==> src/rtl/tps_pkg.sv <==
// Package: item types, event codes and constants of the timer pool scheduler.
`timescale 1ns / 1ps

package tps_pkg;

    // Input functions
    localparam logic [1:0] FUNC_TICK   = 2'd0;
    localparam logic [1:0] FUNC_CREATE = 2'd1;
    localparam logic [1:0] FUNC_REMOVE = 2'd2;

    // Result kinds
    localparam logic [2:0] K_CREATED = 3'd0;
    localparam logic [2:0] K_FULL    = 3'd1;
    localparam logic [2:0] K_FIRE    = 3'd2;
    localparam logic [2:0] K_ENDED   = 3'd3;
    localparam logic [2:0] K_REMOVED = 3'd4;
    localparam logic [2:0] K_REFUSED = 3'd5;

    // Results reported per input item at most
    localparam int MAX_RESULTS = 16;
    // Width of a slot select on the command bus (pool of up to 256)
    localparam int SEL_W = 8;

    typedef struct packed {
        logic [1:0]  func;
        logic [23:0] wait_ticks;
        logic [23:0] run_ticks;
        logic [23:0] period_ticks;
        logic        has_action;
        logic        has_end;
        logic [3:0]  slot;
        logic        notify_end;
    } t_in;

    typedef struct packed {
        logic [2:0] kind;
        logic [3:0] slot_res;
        logic       end_notice;
        logic       last;
    } t_out;

    // Command broadcast from the controller to all cells
    typedef struct packed {
        logic             cre;
        logic             rem;
        logic [SEL_W-1:0] sel;
        logic [23:0]      wait_len;
        logic [23:0]      run_len;
        logic [23:0]      period_len;
        logic [1:0]       flags;
    } t_cmd;

    // Event raised by the cell holding the scan token
    typedef struct packed {
        logic fire;
        logic ended;
    } t_cev;

endpackage

==> src/rtl/tps_cell.sv <==
// One timer slot: its state, its tick update and the scan token stage.
`timescale 1ns / 1ps

module tps_cell
    import tps_pkg::*;
#(
    parameter int ID        = 0,
    parameter int TIME_BITS = 32
) (
    input  logic                 i_clk,
    input  logic                 i_rst_n,
    input  logic                 i_load,
    input  logic                 i_tok,
    input  logic                 i_adv,
    input  logic [TIME_BITS-1:0] i_now,
    input  t_cmd                 i_cmd,
    output logic                 o_tok,
    output t_cev                 o_ev,
    output logic                 o_used,
    output logic                 o_end_flag
);

    localparam int CMPW = (TIME_BITS > 24) ? TIME_BITS : 24;

    localparam logic [1:0] PH_ARM  = 2'd0;
    localparam logic [1:0] PH_WAIT = 2'd1;
    localparam logic [1:0] PH_RUN  = 2'd2;

    logic                 r_tok;
    logic                 r_used;
    logic [1:0]           r_phase;
    logic [TIME_BITS-1:0] r_mark;
    logic [TIME_BITS-1:0] r_last;
    logic [23:0]          r_wait;
    logic [23:0]          r_run;
    logic [23:0]          r_period;
    logic [1:0]           r_flags;

    logic [TIME_BITS-1:0] d_mark;
    logic [TIME_BITS-1:0] d_last;
    logic [CMPW-1:0]      since_mark;
    logic [CMPW-1:0]      since_last;
    logic                 hit;
    logic                 active;
    logic                 wait_done;
    logic                 in_run;
    logic                 period_due;

    // Time differences wrap at the counter width
    assign d_mark     = i_now - r_mark;
    assign d_last     = i_now - r_last;
    assign since_mark = CMPW'(d_mark);
    assign since_last = CMPW'(d_last);
    assign hit        = (i_cmd.sel == SEL_W'(ID));
    assign active     = r_tok && r_used;

    assign wait_done  = (r_wait == 24'd0) || (since_mark >= CMPW'(r_wait));
    assign in_run     = (r_run == 24'd0) || (since_mark <= CMPW'(r_run));
    assign period_due = (r_period == 24'd0) || (since_last >= CMPW'(r_period));

    // Events of this slot while it holds the token
    always_comb begin
        o_ev.fire  = active && (r_phase == PH_RUN) && in_run && r_flags[0] && period_due;
        o_ev.ended = active && (r_phase == PH_RUN) && !in_run && r_flags[1];
    end

    assign o_tok      = r_tok;
    assign o_used     = r_used;
    assign o_end_flag = r_flags[1];

    // Scan token stage
    always_ff @(posedge i_clk) begin
        if (!i_rst_n) begin
            r_tok <= 1'b0;
        end else if (i_load) begin
            r_tok <= i_tok;
        end
    end

    // Slot state
    always_ff @(posedge i_clk) begin
        if (!i_rst_n) begin
            r_used  <= 1'b0;
            r_phase <= PH_ARM;
        end else if (i_cmd.cre && hit) begin
            r_used   <= 1'b1;
            r_phase  <= PH_ARM;
            r_wait   <= i_cmd.wait_len;
            r_run    <= i_cmd.run_len;
            r_period <= i_cmd.period_len;
            r_flags  <= i_cmd.flags;
        end else if (i_cmd.rem && hit) begin
            r_used  <= 1'b0;
            r_phase <= PH_ARM;
        end else if (active && i_adv) begin
            case (r_phase)
                PH_ARM: begin
                    r_mark  <= i_now;
                    r_phase <= PH_WAIT;
                end
                PH_WAIT: begin
                    if (wait_done) begin
                        r_phase <= PH_RUN;
                        r_mark  <= i_now;
                        r_last  <= i_now;
                    end
                end
                default: begin
                    if (in_run) begin
                        if (r_flags[0] && r_period != 24'd0 && period_due) begin
                            r_last <= i_now;
                        end
                    end else if (r_flags[1]) begin
                        r_used  <= 1'b0;
                        r_phase <= PH_ARM;
                    end
                end
            endcase
        end
    end

endmodule

==> config.mk <==
export PLATFORM = sky130hd
export DESIGN_NAME = tps_cell
export DESIGN_NICKNAME = d
export VERILOG_FILES = /design/src/rtl/tps_pkg.sv /design/src/rtl/tps_cell.sv
export SDC_FILE = /design/constraint.sdc
export NUM_CORES = 1
export LEC_CHECK = 0
export ABC_AREA = 1
export BUFFER_PORTS_ARGS = -buffer_cell sky130_fd_sc_hd__buf_2
export CORE_ASPECT_RATIO = 1.25
export CORE_MARGIN = 5
export CORE_UTILIZATION = 59
export CTS_BUF_LIST = sky130_fd_sc_hd__clkbuf_8
export DETAILED_ROUTE_END_ITERATION = 10
export PLACE_DENSITY = 0.8
export SLEW_MARGIN = 30
export SYNTH_ARGS = -nofsm -noshare
export SYNTH_HDL_FRONTEND = slang
export SYNTH_SLANG_ARGS = --single-unit
==> constraint.sdc <==
create_clock -name i_clk -period 7.6 [get_ports i_clk]
set_input_delay 0.76 -clock i_clk [delete_from_list [all_inputs] [get_ports i_clk]]
set_output_delay 0.76 -clock i_clk [all_outputs]
set_load 0.02 [all_outputs]
# == Yosys cells after proc, flatten, opt, wreduce, memory -nomap -nowiden ==
# Index checks and enable logic that the tools add are counted.
# W data, S select, Z words.
# totals
register_bits,142
output_inout_bits,5
wordCells,74
input_bits,121
# op_classes
add_sub_neg,2
eq_ne,6
n_lt_le_gt_ge,3
muxes,15
reduce_logical,35
n_bitwise,4
# op_table
op,n
$pmux W32 S2,2
$mux W32,3
$logic_not A24 Y1,3
$ge A32 B24 Y1,2
$sub A32 B32 Y32,2
$le A32 B24 Y1,1
$reduce_bool A24 Y1,1
$logic_and A1 B1 Y1,12
$ne A3 B1 Y1 const B,3
$reduce_bool A3 Y1,3
$logic_not A8 Y1,1
$reduce_and A4 Y1,2
$reduce_and A8 Y1,1
$mux W1,6
$mux W2,3
$reduce_and A6 Y1,1
$reduce_bool A2 Y1,3
$not A1 Y1,4
$pmux W2 S2,1
$logic_or A1 B1 Y1,3
$reduce_or A3 Y1,1
$eq A2 B1 Y1 const B,1
$eq A2 B2 Y1 const B,1
$logic_not A2 Y1,1
4 further kinds,4

# == Longest topological paths before layout ==
# depth
depth_word,8
ltp_mapped,26
depth_no_buf,26

# == Worst setup path after synthesis ==
# OpenSTA, ideal clock, no wires.
# synth_path
kind,input to register
startpoint,input i_now[0]
endpoint,"register r_last[0], enable pin"
setup_slack_ns,2.439
t_arrival_ns,4.731
setup_time_ns,0.430
path_buffers,0
t_required_ns,7.170
stages,20
cell_sequence,inv_1 > ha_1 > fa_1 > inv_1 > nand2_1 > nand2_1 > and2_1 > nand3_1 > nand2_1 > a31oi_1 > xnor2_1 > ha_1 > nand2_1 > nor4_1 > nand4_1 > nand2_1 > nand3_1 > nand2_2 > nand4_1 > a21boi_1
# synth_between
elab_chain_cells,6
elab_cells_between_ends,13
classes_between,add/sub (2); order compare (3); eq/ne (1); reduce/logical (7)
# synth_lines
element,line,rtl
start: declaration,tps_cell.sv:15,"input logic [TIME_BITS-1:0] i_now,"
$sub A32 B32 Y32,tps_cell.sv:51,assign d_last = i_now - r_last;
$ge A32 B24 Y1,tps_cell.sv:59,assign period_due = (r_period == 24'd0) || (since_last >= CMPW'(r_period));
$logic_or A1 B1 Y1,tps_cell.sv:59,
$logic_and A1 B1 Y1,tps_cell.sv:110,if (r_flags[0] && r_period != 24'd0 && period_due) begin
$reduce_bool A2 Y1 (no source line),n/a,
$reduce_and A8 Y1 (no source line) *,n/a,
end signal: assignment,tps_cell.sv:105,r_last <= i_now;
end signal: assignment,tps_cell.sv:111,r_last <= i_now;
end: declaration,tps_cell.sv:33,logic [TIME_BITS-1:0] r_last;
# Every way passes the cells marked *; elsewhere a longest branch is shown, timed or not.
# A chain may end at the register's enable or synchronous reset.

==> parameters.txt <==
Parameter                              Value

Outcome
  Outcome ... finished clean

Synth
  Yosys warnings ... 0
  Number of enable-type register cells in the synthesized netlist ... between 100 and 150
  Library cell with the highest instance count after synthesis ... nand2_1
  Most used DFF post-synth ... edfxtp_1
  Synth Cell Area ... roughly 11,000 µm²
  Top post-synthesis cells by area ... edfxtp_1 (38%), ha_1 (15%), nand2_1 (12%), inv_1 (10%), a21oi_1 (4.3%)
  Sequential element share of the synthesized area ... 38.64%
  Library cells used by synthesis ... 35
  Syn Inst Count ... 1,393
  Average cell area after synthesis ... 7.848 µm²
  Most instantiated cells after synthesis ... nand2_1 (364), inv_1 (299), edfxtp_1 (138)
  Cell taking the most area after synthesis ... edfxtp_1
  Top-area cell type share of the netlist area ... a little under two fifths
  Net count of the mapped netlist ... 1,650
  Flop and latch count out of synthesis ... 142
  Async set or reset register ratio after synthesis ... 0%

Detailed routing
  DRC ... 0
  Initial detailed-routing violation count ... 613
  Total routed wirelength ... 26,950 µm
  Number of nets with antenna violations after routing ... 0
  Routed length per instance ... 15.12 µm
  Number of optimization iterations in the first detailed-route pass ... 5
  Post-DR vias/cell ... 5.299
  Via Count ... roughly 9.4k

Pwr
  IR Drop Worst-Case VDD ... 148.3 µV
  Lkg Pwr ... roughly 6.3 nW
  Pwr dens ... between 100 and 150 nW/µm²

Timing
  Unrepaired setup endpoints after global routing ... false
  Fmax ... 0.2028 GHz
  Least setup slack across all paths after layout ... ~2.7 ns
  Min cycle time layout ... ~5 ns
  Transition time at the pin with the least slew margin ... 0.8351 ns
  Final number of setup-violating endpoints ... 0
  Clock tree skew after final layout ... 0.01921 ns
  Worst-case headroom to the max-slew limit ... 44.33%
  Final hold vios ... 0
  Total Negative Setup Slacks ... 0 ns
  Max Slew Vio Count ... 0
  Portion of the clock cycle consumed by the worst path in the final layout ... 64.87%

Global route
  Gr ovfl total ... 0
  Antenna violations before repair ... 1
  Wire length of the first global-routing pass ... 43,390 µm
  Number of global-route vias before repair ... around 9.4k
  Overall routing resource usage ... roughly 25%
  Maximum number of pins on one net before global-route repair ... 70

Cells and area
  Filler Cells Inserted ... 1,559
  Cell Count, Final, Fillers Out ... 1,782
  Nets ... 1,797
  Final Core Density ... 67.73%
  Area of the multi-input gates ... between 5000 and 6000 µm²
  Fraction of layout instances using a drive strength above 1 ... 12.04%
  Register area ... 4224 µm²
  Area grow syn2layout ... 12.56%

Clocking
  Hold buffer count at CTS ... 0
  CTS tree ... yes
  Clock tree buffer depth ... 2
  Clock tree root driver cell ... clkbuf_8
  Clock Sinks ... 142
  Number of gates given a new drive strength after cts ... 0
  Worst skew pair latency ... around 0.46 ns
  H-Tree Level Count ... 4
  Post CTS Setup Buffer Count ... 0
  TritonCTS Buffers ... 17
  Clk slew on worst S/H paths ... 0.10 ns

Worst setup path
  Critical path's top delay family ... simple AND/OR/NAND/NOR gates
  Number of buffers and inverters on the critical path ... 4
  Worst EP arrival ... 4.17 ns
  Largest fanout on the critical path ... 4
  Critical-path cell list ... buf_2, inv_1, ha_1, fa_1, inv_1, nand2_1, nand2_1, and2_1, nand3_1, nand2_1, a31oi_1, xnor2_1, ha_1, nand2_1, nor4_1, nand4_1, nand2_1, nand3_1, nand2_2, nand3_1, a31oi_1, buf_2
  Start-to-end type of the worst setup path ... in -> out
  Required time of the worst setup path ... 6.84 ns
  Crit end category ... primary output
  Largest incremental delay on the critical path ... 0.41 ns
  Cell with the largest stage delay on the worst path ... fa_1
  Crit-path most repeated cell ... nand2_1
  Kind of launch point of the worst setup path ... input port

Placed design
  Instance count after placement with tap cells included ... between 1.5k and 2k
  Gpl congestion ... 0.9813
  PortBufs ... 125
  Placed wire-length estimate after detailed placement ... 22,230 µm
  Worst setup slack before clock tree synthesis ... 2.694 ns

Flow run
  Count of maximum capacitance violations ... 0

Floorplanning
  I/O pin count ... roughly 130
  Chip width ... 131.8 µm
  Chip height ... roughly 160 µm
  Number of placement rows ... 55
  Floorplan Core Area ... 18,170 µm²
  Starting Density ... 60.17%
  Die area ... 21,370 µm²

Min path
  Worst min-delay path class ... in -> reg
## layout make-up
type | count | share of cell area [%]
antenna | 1 | 0.02034
clock inverter | 15 | 1.556
inverter | 300 | 9.152
tap | 228 | 2.318
multi-input combinational | 951 | 45.45
clock buffer | 17 | 1.902
sequential | 142 | 34.33
timing repair buffer | 128 | 5.267
## per-stage QoR
stage               hold WS (ns)  total power [mW]  instance area [µm²]
finish                    0.4615             1.821                12300
global route              0.4340             1.909                12300
CTS                       0.4380             1.827                12300
detailed placement        0.5098             1.186                11880
global placement          0.5012             1.180                11880
floorplan                 0.4789             1.085                10930
## routing by layer
layer,global-route usage [%],routed length [µm],vias up
met3,3.748,1143,70
li1,-,-,4838
met4,11.60,1129,0
met2,46.72,13850,283
met1,28.35,10820,4252
met5,0,0,-
## registers in the layout, summed over array words and instances (netlist names)
signal	count
r_flags	2
r_last	32
o_used	1
o_tok	1
r_mark	32
r_phase	2
r_wait	24
r_period	24
r_run	24
## worst reg2reg max path, delay by kind of cell, from the launching register on
family	cells	cell delay (ns)
AND/OR/NAND/NOR	11	1.50
buffers and inverters	3	0.49
flip-flops	1	0.40
adder cells (fa/ha/maj)	2	0.59
AO/OA/AOI/OAI	3	0.57
XOR/XNOR	1	0.18
## cells in the final DEF, fill, tap and decap left out, types with 5 or more instances in the layout
| cell | instances |
|---|---|
| nand2_1 | 364 |
| inv_1 | 299 |
| edfxtp_1 | 138 |
| ha_1 | 134 |
| buf_2 | 125 |
| nor2_1 | 100 |
| a21oi_1 | 94 |
| nand3_1 | 51 |
| xor2_1 | 38 |
| o21ai_0 | 33 |
| nand4_1 | 24 |
| clkbuf_8 | 17 |
| nor4_1 | 16 |
| a31oi_1 | 15 |
| nand2_2 | 13 |
| nor3_1 | 12 |
| o21bai_1 | 9 |
| xnor2_1 | 8 |
| nor2_2 | 7 |
| nand3b_1 | 5 |
| a211oi_1 | 5 |
## kinds of logic after synthesis
family | Yosys count | share of synthesized area, %
AO/OA/AOI/OAI | 165 | 8.252
AND/OR/NAND/NOR | 604 | 23.42
buffers and inverters | 300 | 10.30
adder cells (fa/ha/maj) | 136 | 15.70
flip-flops | 142 | 38.64
XOR/XNOR | 46 | 3.686
## where the power goes
part	leakage (nW)	total [mW]	switching [mW]	internal, mW
registers	1.27	0.858	0.000492	0.857
logic	4.81	0.316	0.194	0.122
clock network	0.211	0.647	0.365	0.282
total	6.30	1.82	0.560	1.26
## path summary, 6_finish.rpt
| kind | endpoint | start | slack [ns] | cells past startpoint |
|---|---|---|---|---|
| setup / recovery | o_ev[1] | i_now[0] | 2.67 | 22 |
| hold / removal | r_wait[0]$_DFFE_PP_ | i_cmd[50] | 0.46 | 1 |
| setup reg to reg | r_last[16]$_DFFE_PP_ | r_mark[6]$_DFFE_PP_ | 3.49 | 20 |
| hold reg to reg | r_phase[0]$_SDFFE_PP0P_ | r_phase[0]$_SDFFE_PP0P_ | 0.53 | 3 |
No activity file was read; power rests on OpenSTA's default activity.
